$ cat config.mk
export PLATFORM = sky130hd
export DESIGN_NAME = http_chunked_body_decoder
export DESIGN_NICKNAME = d
export VERILOG_FILES = /design/src/hw/rtl/hcbd_pkg.sv /design/src/hw/rtl/hcbd_step.sv /design/src/hw/rtl/http_chunked_body_decoder.sv
export SDC_FILE = /design/constraint.sdc
export NUM_CORES = 1
export LEC_CHECK = 0
export BUFFER_PORTS_ARGS = -buffer_cell sky130_fd_sc_hd__buf_2
export CAP_MARGIN = 40
export CORE_UTILIZATION = 38
export DETAILED_ROUTE_END_ITERATION = 10
export HOLD_SLACK_MARGIN = 0.02
export PLACE_DENSITY = 0.65
export SYNTH_ARGS = -nofsm -noshare
export SYNTH_HDL_FRONTEND = slang
export SYNTH_SLANG_ARGS = --single-unit
$ cat constraint.sdc
create_clock -name clk -period 18.9 [get_ports clk]
set_input_delay 0.945 -clock clk [delete_from_list [all_inputs] [get_ports clk]]
set_output_delay 0.945 -clock clk [all_outputs]
set_load 0.02 [all_outputs]
$ cat src/hw/rtl/hcbd_pkg.sv
// Shared constants, types and helpers for the chunked body decoder.
package hcbd_pkg;

  // Default width of lengths and counts
  localparam int LengthBitsDefault = 24;
  // body_length value after reset, before it is cut to the length width
  localparam int BodyLengthReset = 65535;

  // Decoder phase codes
  localparam logic [2:0] PH_SKIP   = 3'd0;
  localparam logic [2:0] PH_SIZE   = 3'd1;
  localparam logic [2:0] PH_PREFIX = 3'd2;
  localparam logic [2:0] PH_SEP    = 3'd3;
  localparam logic [2:0] PH_DATA   = 3'd4;
  localparam logic [2:0] PH_DONE   = 3'd5;

  // End status codes
  localparam logic [1:0] ST_ZERO_CHUNK = 2'd0;
  localparam logic [1:0] ST_INPUT_END  = 2'd1;
  localparam logic [1:0] ST_TOO_LARGE  = 2'd2;

  // Framing characters
  localparam logic [7:0] CH_CR      = 8'h0D;
  localparam logic [7:0] CH_LF      = 8'h0A;
  localparam logic [7:0] CH_X_LOWER = 8'h78;
  localparam logic [7:0] CH_X_UPPER = 8'h58;

  // Decoded hex digit
  typedef struct packed {
    logic       ok;
    logic [3:0] val;
  } hex_t;

  // Result of one step, apart from the decoded length
  typedef struct packed {
    logic       valid;
    logic [7:0] out_byte;
    logic       byte_valid;
    logic       end_of_message;
    logic [1:0] status;
  } res_t;

  function automatic hex_t hex_decode(input logic [7:0] b);
    hex_t h;
    h.ok  = 1'b1;
    h.val = 4'd0;
    if (b >= 8'h30 && b <= 8'h39) begin
      h.val = 4'(b - 8'h30);
    end else if (b >= 8'h61 && b <= 8'h66) begin
      h.val = 4'(b - 8'h57);
    end else if (b >= 8'h41 && b <= 8'h46) begin
      h.val = 4'(b - 8'h37);
    end else begin
      h.ok = 1'b0;
    end
    return h;
  endfunction

endpackage

$ cat src/hw/rtl/hcbd_step.sv
// Per-byte chunk framing state machine: state registers and next-state logic.
module hcbd_step #(
  parameter int LENGTH_BITS = hcbd_pkg::LengthBitsDefault
) (
  input  logic                   clk,
  input  logic                   rst,
  input  logic                   fire,
  input  logic [7:0]             in_byte,
  input  logic                   in_last,
  input  logic [LENGTH_BITS-1:0] body_length,
  output hcbd_pkg::res_t         res,
  output logic [LENGTH_BITS-1:0] decoded_length
);

  localparam int AccBits = LENGTH_BITS + 1;

  logic [2:0]             phase, phase_next;
  logic [AccBits-1:0]     acc, acc_next;
  logic                   zero_seen, zero_seen_next;
  logic [LENGTH_BITS-1:0] left, left_next;
  logic [LENGTH_BITS-1:0] emitted, emitted_next;
  logic [1:0]             end_status, end_status_next;

  hcbd_pkg::hex_t         hx;
  logic                   is_crlf;
  logic                   is_x;
  logic                   do_close;
  logic                   do_first;
  logic                   do_pass;
  logic [LENGTH_BITS-1:0] pass_left;
  logic [AccBits-1:0]     acc_sat;
  logic [AccBits-1:0]     first_sum;
  logic                   have_byte;

  assign hx      = hcbd_pkg::hex_decode(in_byte);
  assign is_crlf = (in_byte == hcbd_pkg::CH_CR) || (in_byte == hcbd_pkg::CH_LF);
  assign is_x    = (in_byte == hcbd_pkg::CH_X_LOWER) || (in_byte == hcbd_pkg::CH_X_UPPER);

  // Shift in a digit, saturating at all ones
  assign acc_sat = (acc[AccBits-1 -: 4] != 4'd0) ? {AccBits{1'b1}}
                                                 : {acc[AccBits-5:0], hx.val};

  // Work out the next state for the byte in the input register
  always_comb begin
    phase_next      = phase;
    acc_next        = acc;
    zero_seen_next  = zero_seen;
    left_next       = left;
    emitted_next    = emitted;
    end_status_next = end_status;
    do_close        = 1'b0;
    do_first        = 1'b0;
    do_pass         = 1'b0;
    pass_left       = left;
    have_byte       = 1'b0;
    first_sum       = '0;

    case (phase)
      hcbd_pkg::PH_SKIP: begin
        if (hx.ok) begin
          acc_next       = AccBits'(hx.val);
          zero_seen_next = (hx.val == 4'd0);
          phase_next     = hcbd_pkg::PH_SIZE;
          do_close       = in_last;
        end
      end
      hcbd_pkg::PH_SIZE: begin
        if (hx.ok) begin
          acc_next       = acc_sat;
          zero_seen_next = 1'b0;
          do_close       = in_last;
        end else if (zero_seen && is_x) begin
          zero_seen_next = 1'b0;
          phase_next     = hcbd_pkg::PH_PREFIX;
          if (in_last) begin
            end_status_next = hcbd_pkg::ST_ZERO_CHUNK;
            phase_next      = hcbd_pkg::PH_DONE;
          end
        end else if (acc == '0) begin
          end_status_next = hcbd_pkg::ST_ZERO_CHUNK;
          phase_next      = hcbd_pkg::PH_DONE;
        end else if (acc > {1'b0, body_length}) begin
          end_status_next = hcbd_pkg::ST_TOO_LARGE;
          phase_next      = hcbd_pkg::PH_DONE;
        end else begin
          left_next = acc[LENGTH_BITS-1:0];
          pass_left = acc[LENGTH_BITS-1:0];
          if (is_crlf) begin
            phase_next = hcbd_pkg::PH_SEP;
          end else begin
            do_first = 1'b1;
          end
        end
      end
      hcbd_pkg::PH_PREFIX: begin
        if (hx.ok) begin
          acc_next   = AccBits'(hx.val);
          phase_next = hcbd_pkg::PH_SIZE;
          do_close   = in_last;
        end else begin
          end_status_next = hcbd_pkg::ST_ZERO_CHUNK;
          phase_next      = hcbd_pkg::PH_DONE;
        end
      end
      hcbd_pkg::PH_SEP: begin
        if (!is_crlf) begin
          do_first = 1'b1;
        end
      end
      hcbd_pkg::PH_DATA: begin
        do_pass = 1'b1;
      end
      default: begin
      end
    endcase

    // Close a size that the last byte cut off
    if (do_close) begin
      if (acc_next == '0) begin
        end_status_next = hcbd_pkg::ST_ZERO_CHUNK;
        phase_next      = hcbd_pkg::PH_DONE;
      end else if (acc_next > {1'b0, body_length}) begin
        end_status_next = hcbd_pkg::ST_TOO_LARGE;
        phase_next      = hcbd_pkg::PH_DONE;
      end
    end

    // Check the whole chunk fits before its first byte goes out
    if (do_first) begin
      first_sum = {1'b0, emitted} + {1'b0, pass_left};
      if (first_sum > {1'b0, body_length}) begin
        end_status_next = hcbd_pkg::ST_TOO_LARGE;
        phase_next      = hcbd_pkg::PH_DONE;
      end else begin
        do_pass = 1'b1;
      end
    end

    // Pass one payload byte
    if (do_pass) begin
      have_byte    = 1'b1;
      emitted_next = emitted + 1'b1;
      left_next    = pass_left - 1'b1;
      phase_next   = (left_next != '0) ? hcbd_pkg::PH_DATA : hcbd_pkg::PH_SKIP;
    end

    // Build the result
    res.valid          = have_byte || in_last;
    res.out_byte       = have_byte ? in_byte : 8'd0;
    res.byte_valid     = have_byte;
    res.end_of_message = in_last;
    res.status         = in_last ? end_status_next : hcbd_pkg::ST_ZERO_CHUNK;
    decoded_length     = emitted_next;

    // Return to the start after the end item
    if (in_last) begin
      phase_next      = hcbd_pkg::PH_SKIP;
      acc_next        = '0;
      zero_seen_next  = 1'b0;
      left_next       = '0;
      emitted_next    = '0;
      end_status_next = hcbd_pkg::ST_INPUT_END;
    end
  end

  // Advance the state once per processed byte
  always_ff @(posedge clk) begin
    if (rst) begin
      phase      <= hcbd_pkg::PH_SKIP;
      acc        <= '0;
      zero_seen  <= 1'b0;
      left       <= '0;
      emitted    <= '0;
      end_status <= hcbd_pkg::ST_INPUT_END;
    end else if (fire) begin
      phase      <= phase_next;
      acc        <= acc_next;
      zero_seen  <= zero_seen_next;
      left       <= left_next;
      emitted    <= emitted_next;
      end_status <= end_status_next;
    end
  end

  // A data phase always has bytes left to pass
  a_data_has_bytes: assert property (@(posedge clk) disable iff (rst)
    phase == hcbd_pkg::PH_DATA |-> left != '0)
    else $error("data phase with no bytes left");

  // The end item returns the decoder to its start state
  a_end_clears: assert property (@(posedge clk) disable iff (rst)
    fire && in_last |=> phase == hcbd_pkg::PH_SKIP && emitted == '0 &&
                        end_status == hcbd_pkg::ST_INPUT_END)
    else $error("state not cleared after end item");

  // Once done, only the last byte leaves the done phase
  a_done_holds: assert property (@(posedge clk) disable iff (rst)
    fire && !in_last && phase == hcbd_pkg::PH_DONE |=> phase == hcbd_pkg::PH_DONE)
    else $error("left done phase before last byte");

  // Each payload byte advances the decoded count by one
  a_count_step: assert property (@(posedge clk) disable iff (rst)
    fire && res.byte_valid && !in_last |=> emitted == $past(emitted) + 1'b1)
    else $error("decoded count did not advance");

  // No byte is passed once decoding has ended
  a_no_byte_done: assert property (@(posedge clk) disable iff (rst)
    phase == hcbd_pkg::PH_DONE |-> !res.byte_valid)
    else $error("payload byte after decoding ended");

endmodule

$ cat src/hw/rtl/http_chunked_body_decoder.sv
// Chunked transfer decoder top level: stream ports, input and result registers.
// Each accepted byte waits in the input register until the output side is free; its result is then registered.
// Throughput: one body byte per cycle while the output is not stalled; the per-byte state update
// in hcbd_step is the single logic stage between the input register and the result register.
// Reset (rst, synchronous): clears pipeline valids and decoder state and sets
// body_length to 65535; configuration writes are taken at any time.
module http_chunked_body_decoder #(
  parameter int LENGTH_BITS = hcbd_pkg::LengthBitsDefault
) (
  input  logic                   clk,
  input  logic                   rst,
  // Configuration
  input  logic                   cfg_we,
  input  logic [LENGTH_BITS-1:0] cfg_wdata,
  // Input stream
  input  logic                   s_axis_tvalid,
  output logic                   s_axis_tready,
  input  logic [7:0]             s_axis_tdata,   // [7:0] in_byte
  input  logic                   s_axis_tlast,   // last
  // Output stream
  output logic                   m_axis_tvalid,
  input  logic                   m_axis_tready,
  output logic [((LENGTH_BITS + 10 + 7) / 8) * 8 - 1:0] m_axis_tdata,
  // m_axis_tdata from bit 0: out_byte (8), status (2), decoded_length (LENGTH_BITS), zero pad
  output logic                   m_axis_tuser,   // byte_valid
  output logic                   m_axis_tlast    // end_of_message
);

  localparam int OutBits = ((LENGTH_BITS + 10 + 7) / 8) * 8;
  localparam logic [LENGTH_BITS-1:0] BodyReset = LENGTH_BITS'(hcbd_pkg::BodyLengthReset);

  logic                   body_valid_unused;
  logic [LENGTH_BITS-1:0] body_length;
  logic                   in_valid;
  logic [7:0]             in_byte;
  logic                   in_last;
  logic                   out_free;
  logic                   fire;
  hcbd_pkg::res_t         res;
  logic [LENGTH_BITS-1:0] decoded_length;
  logic [7:0]             out_byte;
  logic [1:0]             out_status;
  logic [LENGTH_BITS-1:0] out_length;

  assign body_valid_unused = 1'b0;

  // Hold the configured body length
  always_ff @(posedge clk) begin
    if (rst) begin
      body_length <= BodyReset;
    end else if (cfg_we) begin
      body_length <= cfg_wdata;
    end
  end

  assign out_free      = !m_axis_tvalid || m_axis_tready;
  assign fire          = in_valid && out_free;
  assign s_axis_tready = !in_valid || out_free;

  // Capture each input transaction
  always_ff @(posedge clk) begin
    if (rst) begin
      in_valid <= 1'b0;
    end else if (s_axis_tvalid && s_axis_tready) begin
      in_valid <= 1'b1;
    end else if (fire) begin
      in_valid <= body_valid_unused;
    end
  end

  always_ff @(posedge clk) begin
    if (s_axis_tvalid && s_axis_tready) begin
      in_byte <= s_axis_tdata;
      in_last <= s_axis_tlast;
    end
  end

  hcbd_step #(
    .LENGTH_BITS (LENGTH_BITS)
  ) u_step (
    .clk            (clk),
    .rst            (rst),
    .fire           (fire),
    .in_byte        (in_byte),
    .in_last        (in_last),
    .body_length    (body_length),
    .res            (res),
    .decoded_length (decoded_length)
  );

  // Register the result transaction
  always_ff @(posedge clk) begin
    if (rst) begin
      m_axis_tvalid <= 1'b0;
    end else if (fire && res.valid) begin
      m_axis_tvalid <= 1'b1;
    end else if (m_axis_tready) begin
      m_axis_tvalid <= 1'b0;
    end
  end

  always_ff @(posedge clk) begin
    if (fire && res.valid) begin
      out_byte     <= res.out_byte;
      out_status   <= res.status;
      out_length   <= decoded_length;
      m_axis_tuser <= res.byte_valid;
      m_axis_tlast <= res.end_of_message;
    end
  end

  assign m_axis_tdata = OutBits'({out_length, out_status, out_byte});

endmodule

==> out/summary.txt <==
Status: finished, final reports clean
Setup Viol. Count Final: 0
Overall Global Routing Usage: 24.3%
Setup TNS: 0 ns
Mux share of post-synthesis cell area: 3.62%
Die Height: 173 microns
Final period util: 50.1%
I/O Buffers: 75
Core box area: 28800 sq um
Fillers: 2857
Total iterations of the first detailed-routing run: 5
Delay-heaviest family, CP: compound AO/OA/AOI/OAI gates
Nets: 1515
DP Worst Slack: 9.65 ns
Clock sinks: 150
Worst path bufs/invs: 4
Drt drc: 0
Gate power share: 8.2%
Pin count of the biggest net entering global routing: 53
Max stage delay on crit path: 0.78 ns
Vias in the first global route: 9833
CTS root buf: clkbuf_16
Switching part of the total power: 27.5%
Fin. Hold Viols: 0
Initial core utilization: 38.8%
Synth Flop Type: dfxtp_1
Synthesized area per cell: 8.39 sq um
CP endpoint kind: register
Clock power frac: 47.9%
Antenna Nets Post-Route: 0
Placed inst area: 11800 sq um
Maximum VDD drop: 33.8 uV
Hold buffer count at cts: 0
Simple-gate share of the synthesized area: 21.4%
First-pass GRT wire length: 57100 microns
Mapped cell area: 11200 sq um
Tightest Pin Transition: 0.890 ns
Slew Limit Headroom: 40.5%
Antenna fix cells: 0
Total of max-cap violations: 0
Crit Path Max Fanout: 44
Internal power: 0.562 mW
Num CTS Buffers: 17
Worst skew pair latency: 0.44 ns
Via density: 5.86
Warnings from Yosys: 0
Final WL: 36100 microns
Compound-gate portion of the synthesized area: 20.6%
P&R area growth vs syn: 11.3%
Design area: 12400 sq um
Sequential-to-total area share from yosys stat: 30.9%
CTS tree: done
Setup bufs post-CTS: 0
Layout cells sized above 1: 11.4%
Max Transition Viols Final: 0
FP Rows: 62
CTS Buffer Depth: 2
Post-synthesis adder-cell area fraction: 11.9%
XOR/XNOR Fraction of Synth Area: 6.28%
Clock edge transition at the registers on the reported setup and hold paths: 0.08 ns
Synth top area share: 18.8%
Final Skew: 0.0143 ns
Die area: 30100 sq um
Total grt overflow: 0
Seq cells post-synth: 150
Post-CTS Resized: 0
Synth cell types: 86
Tmin final: 9.46 ns
DRT iter0 DRCs: 849
Leakage: 5.46 nW
Post-synth EDFFs: 45
Antenna violations before repair: 0
Pwr per Cell Area: 62.4 nW/um^2
Reg area: 3450 sq um
Synth area leaders: dfxtp_1 19%, edfxtp_1 12%, ha_1 12%
Routed len/inst: 20.4 microns
Min-Delay Path Class: reg -> reg
WS Path Type: reg -> reg
RSZ-0062 raised after global routing: no
Crit start category: register
Post-Syn Instances: 1331
Worst EP arrival: 9.57 ns
Die Wd: 173 microns
Num ports: 82
Sequential power share: 43.9%
H-tree Lvls: 4
Combinational family with the most area after synthesis: simple AND/OR/NAND/NOR gates
Fmax: 0.106 GHz
Async set-reset flop share out of synthesis: 0%
Worst EP required: 19.01 ns
Synth area leader: dfxtp_1
RePlAce Congestion: 0.980
P_sw: 0.213 mW
Dpl hpwl: 27100 microns
Multi-input gate area: 7160 sq um
DR vias: 10.4k
Final setup margin: 9.44 ns
Critical path's slowest cell: a2111oi_2
-- layout by cell type (no fill, tap or decap), types with 23 or more instances in the layout --
cell      netlist  routed
nand2_1       139     138
nor2_1        114     113
ha_1          105     105
dfxtp_1       105     105
o21ai_0        92      92
buf_2           9      75
a21oi_1        67      67
inv_1          59      59
xnor2_1        53      53
edfxtp_1       45      45
nor3_1         37      37
mux2i_1        33      33
nand3_1        32      32
a22oi_1        31      31
nand4_1        28      28
xor2_1         27      27
o211ai_1       24      24
a21o_1         24      24
a31oi_1        23      23
-- final timing paths --
path              slack (ns)                           end  depth (start not counted)                          from
setup / recovery        9.44      out_length[12]$_DFFE_PP_                         30    u_step.acc[2]$_SDFFE_PP0P_
hold reg to reg         0.47  u_step.left[23]$_SDFFE_PP0P_                          2  u_step.left[23]$_SDFFE_PP0P_
setup reg to reg        9.44      out_length[12]$_DFFE_PP_                         30    u_step.acc[2]$_SDFFE_PP0P_
hold / removal          0.47  u_step.left[23]$_SDFFE_PP0P_                          2  u_step.left[23]$_SDFFE_PP0P_
-- layer usage --
| layer | GRT usage [%] | part of all wire, % | vias up |
|---|---|---|---|
| met1 | 33.6 | 45 | 4951 |
| met2 | 38.4 | 45 | 405 |
| met5 | 0 | 0 | - |
| li1 | - | - | 4944 |
| met3 | 2.96 | 6.4 | 62 |
| met4 | 9.62 | 3.5 | 0 |
-- worst register-to-register path: cells and delay by family, from the launching register on --
kind	cells	cell delay [ns]
adder cells (fa/ha/maj)	4	1.29
buffers and inverters	4	1.58
XOR/XNOR	1	0.09
AO/OA/AOI/OAI	16	4.71
flip-flops	1	0.60
AND/OR/NAND/NOR	5	0.85
-- through the flow --
stage	power (mW)	instances	utilization, %	hold slack, ns
2_1_floorplan	0.390	1336	-	0.424
3_5_place_dp	0.411	1736	41.0	0.451
6_report	0.775	1768	43.2	0.470
3_3_place_gp	0.410	1735	41.0	0.454
4_1_cts	0.778	1768	43.2	0.466
5_1_grt	0.798	1768	43.2	0.494
-- cell type report --
cell class / count / share of cell area [%]
clock buffers: 18 / 3.54
well taps: 384 / 3.87
repair buffers: 89 / 3.90
flip-flops and latches: 150 / 27.8
clock inverters: 14 / 1.43
inverters: 61 / 1.84
multi-input cells: 1052 / 57.6
-- Yosys cell counts, types with 23 or more instances --
| library cell | count |
|---|---|
| a21o_1 | 24 |
| a21oi_1 | 67 |
| a22oi_1 | 31 |
| a31oi_1 | 23 |
| clkbuf_1 | 50 |
| dfxtp_1 | 105 |
| edfxtp_1 | 45 |
| ha_1 | 105 |
| inv_1 | 59 |
| mux2i_1 | 33 |
| nand2_1 | 139 |
| nand3_1 | 32 |
| nand4_1 | 28 |
| nor2_1 | 114 |
| nor3_1 | 37 |
| o211ai_1 | 24 |
| o21ai_0 | 92 |
| xnor2_1 | 53 |
| xor2_1 | 27 |
-- cells by family (layout without fill, tap and decap cells) --
group | after synthesis | in the layout
other cells | 1 | 6
buf+inv | 134 | 182
xor+xnor | 80 | 80
compound gates | 349 | 349
simple gates | 472 | 472
flops | 150 | 150
mux | 39 | 39
fa+ha+maj | 106 | 106
-- registers in the layout, summed over array words and instances (netlist names), 3 cells and up --
| signal | flops |
|---|---|
| body_length | 24 |
| in_byte | 8 |
| out_byte | 8 |
| out_length | 24 |
| u_step.acc | 25 |
| u_step.emitted | 24 |
| u_step.left | 24 |
| u_step.phase | 3 |
-- power groups by stage --
| stage | combinational [mW] | clock, mW | sequential, mW |
|---|---|---|---|
| after floorplan | 0.0416 | 0 | 0.349 |
| final | 0.0636 | 0.371 | 0.340 |
| after CTS | 0.0631 | 0.375 | 0.340 |
| after global placement | 0.0623 | 0 | 0.348 |
| after global routing | 0.0700 | 0.386 | 0.341 |
| after detailed placement | 0.0630 | 0 | 0.348 |
Note: power is estimated with default switching activity, not from simulation.
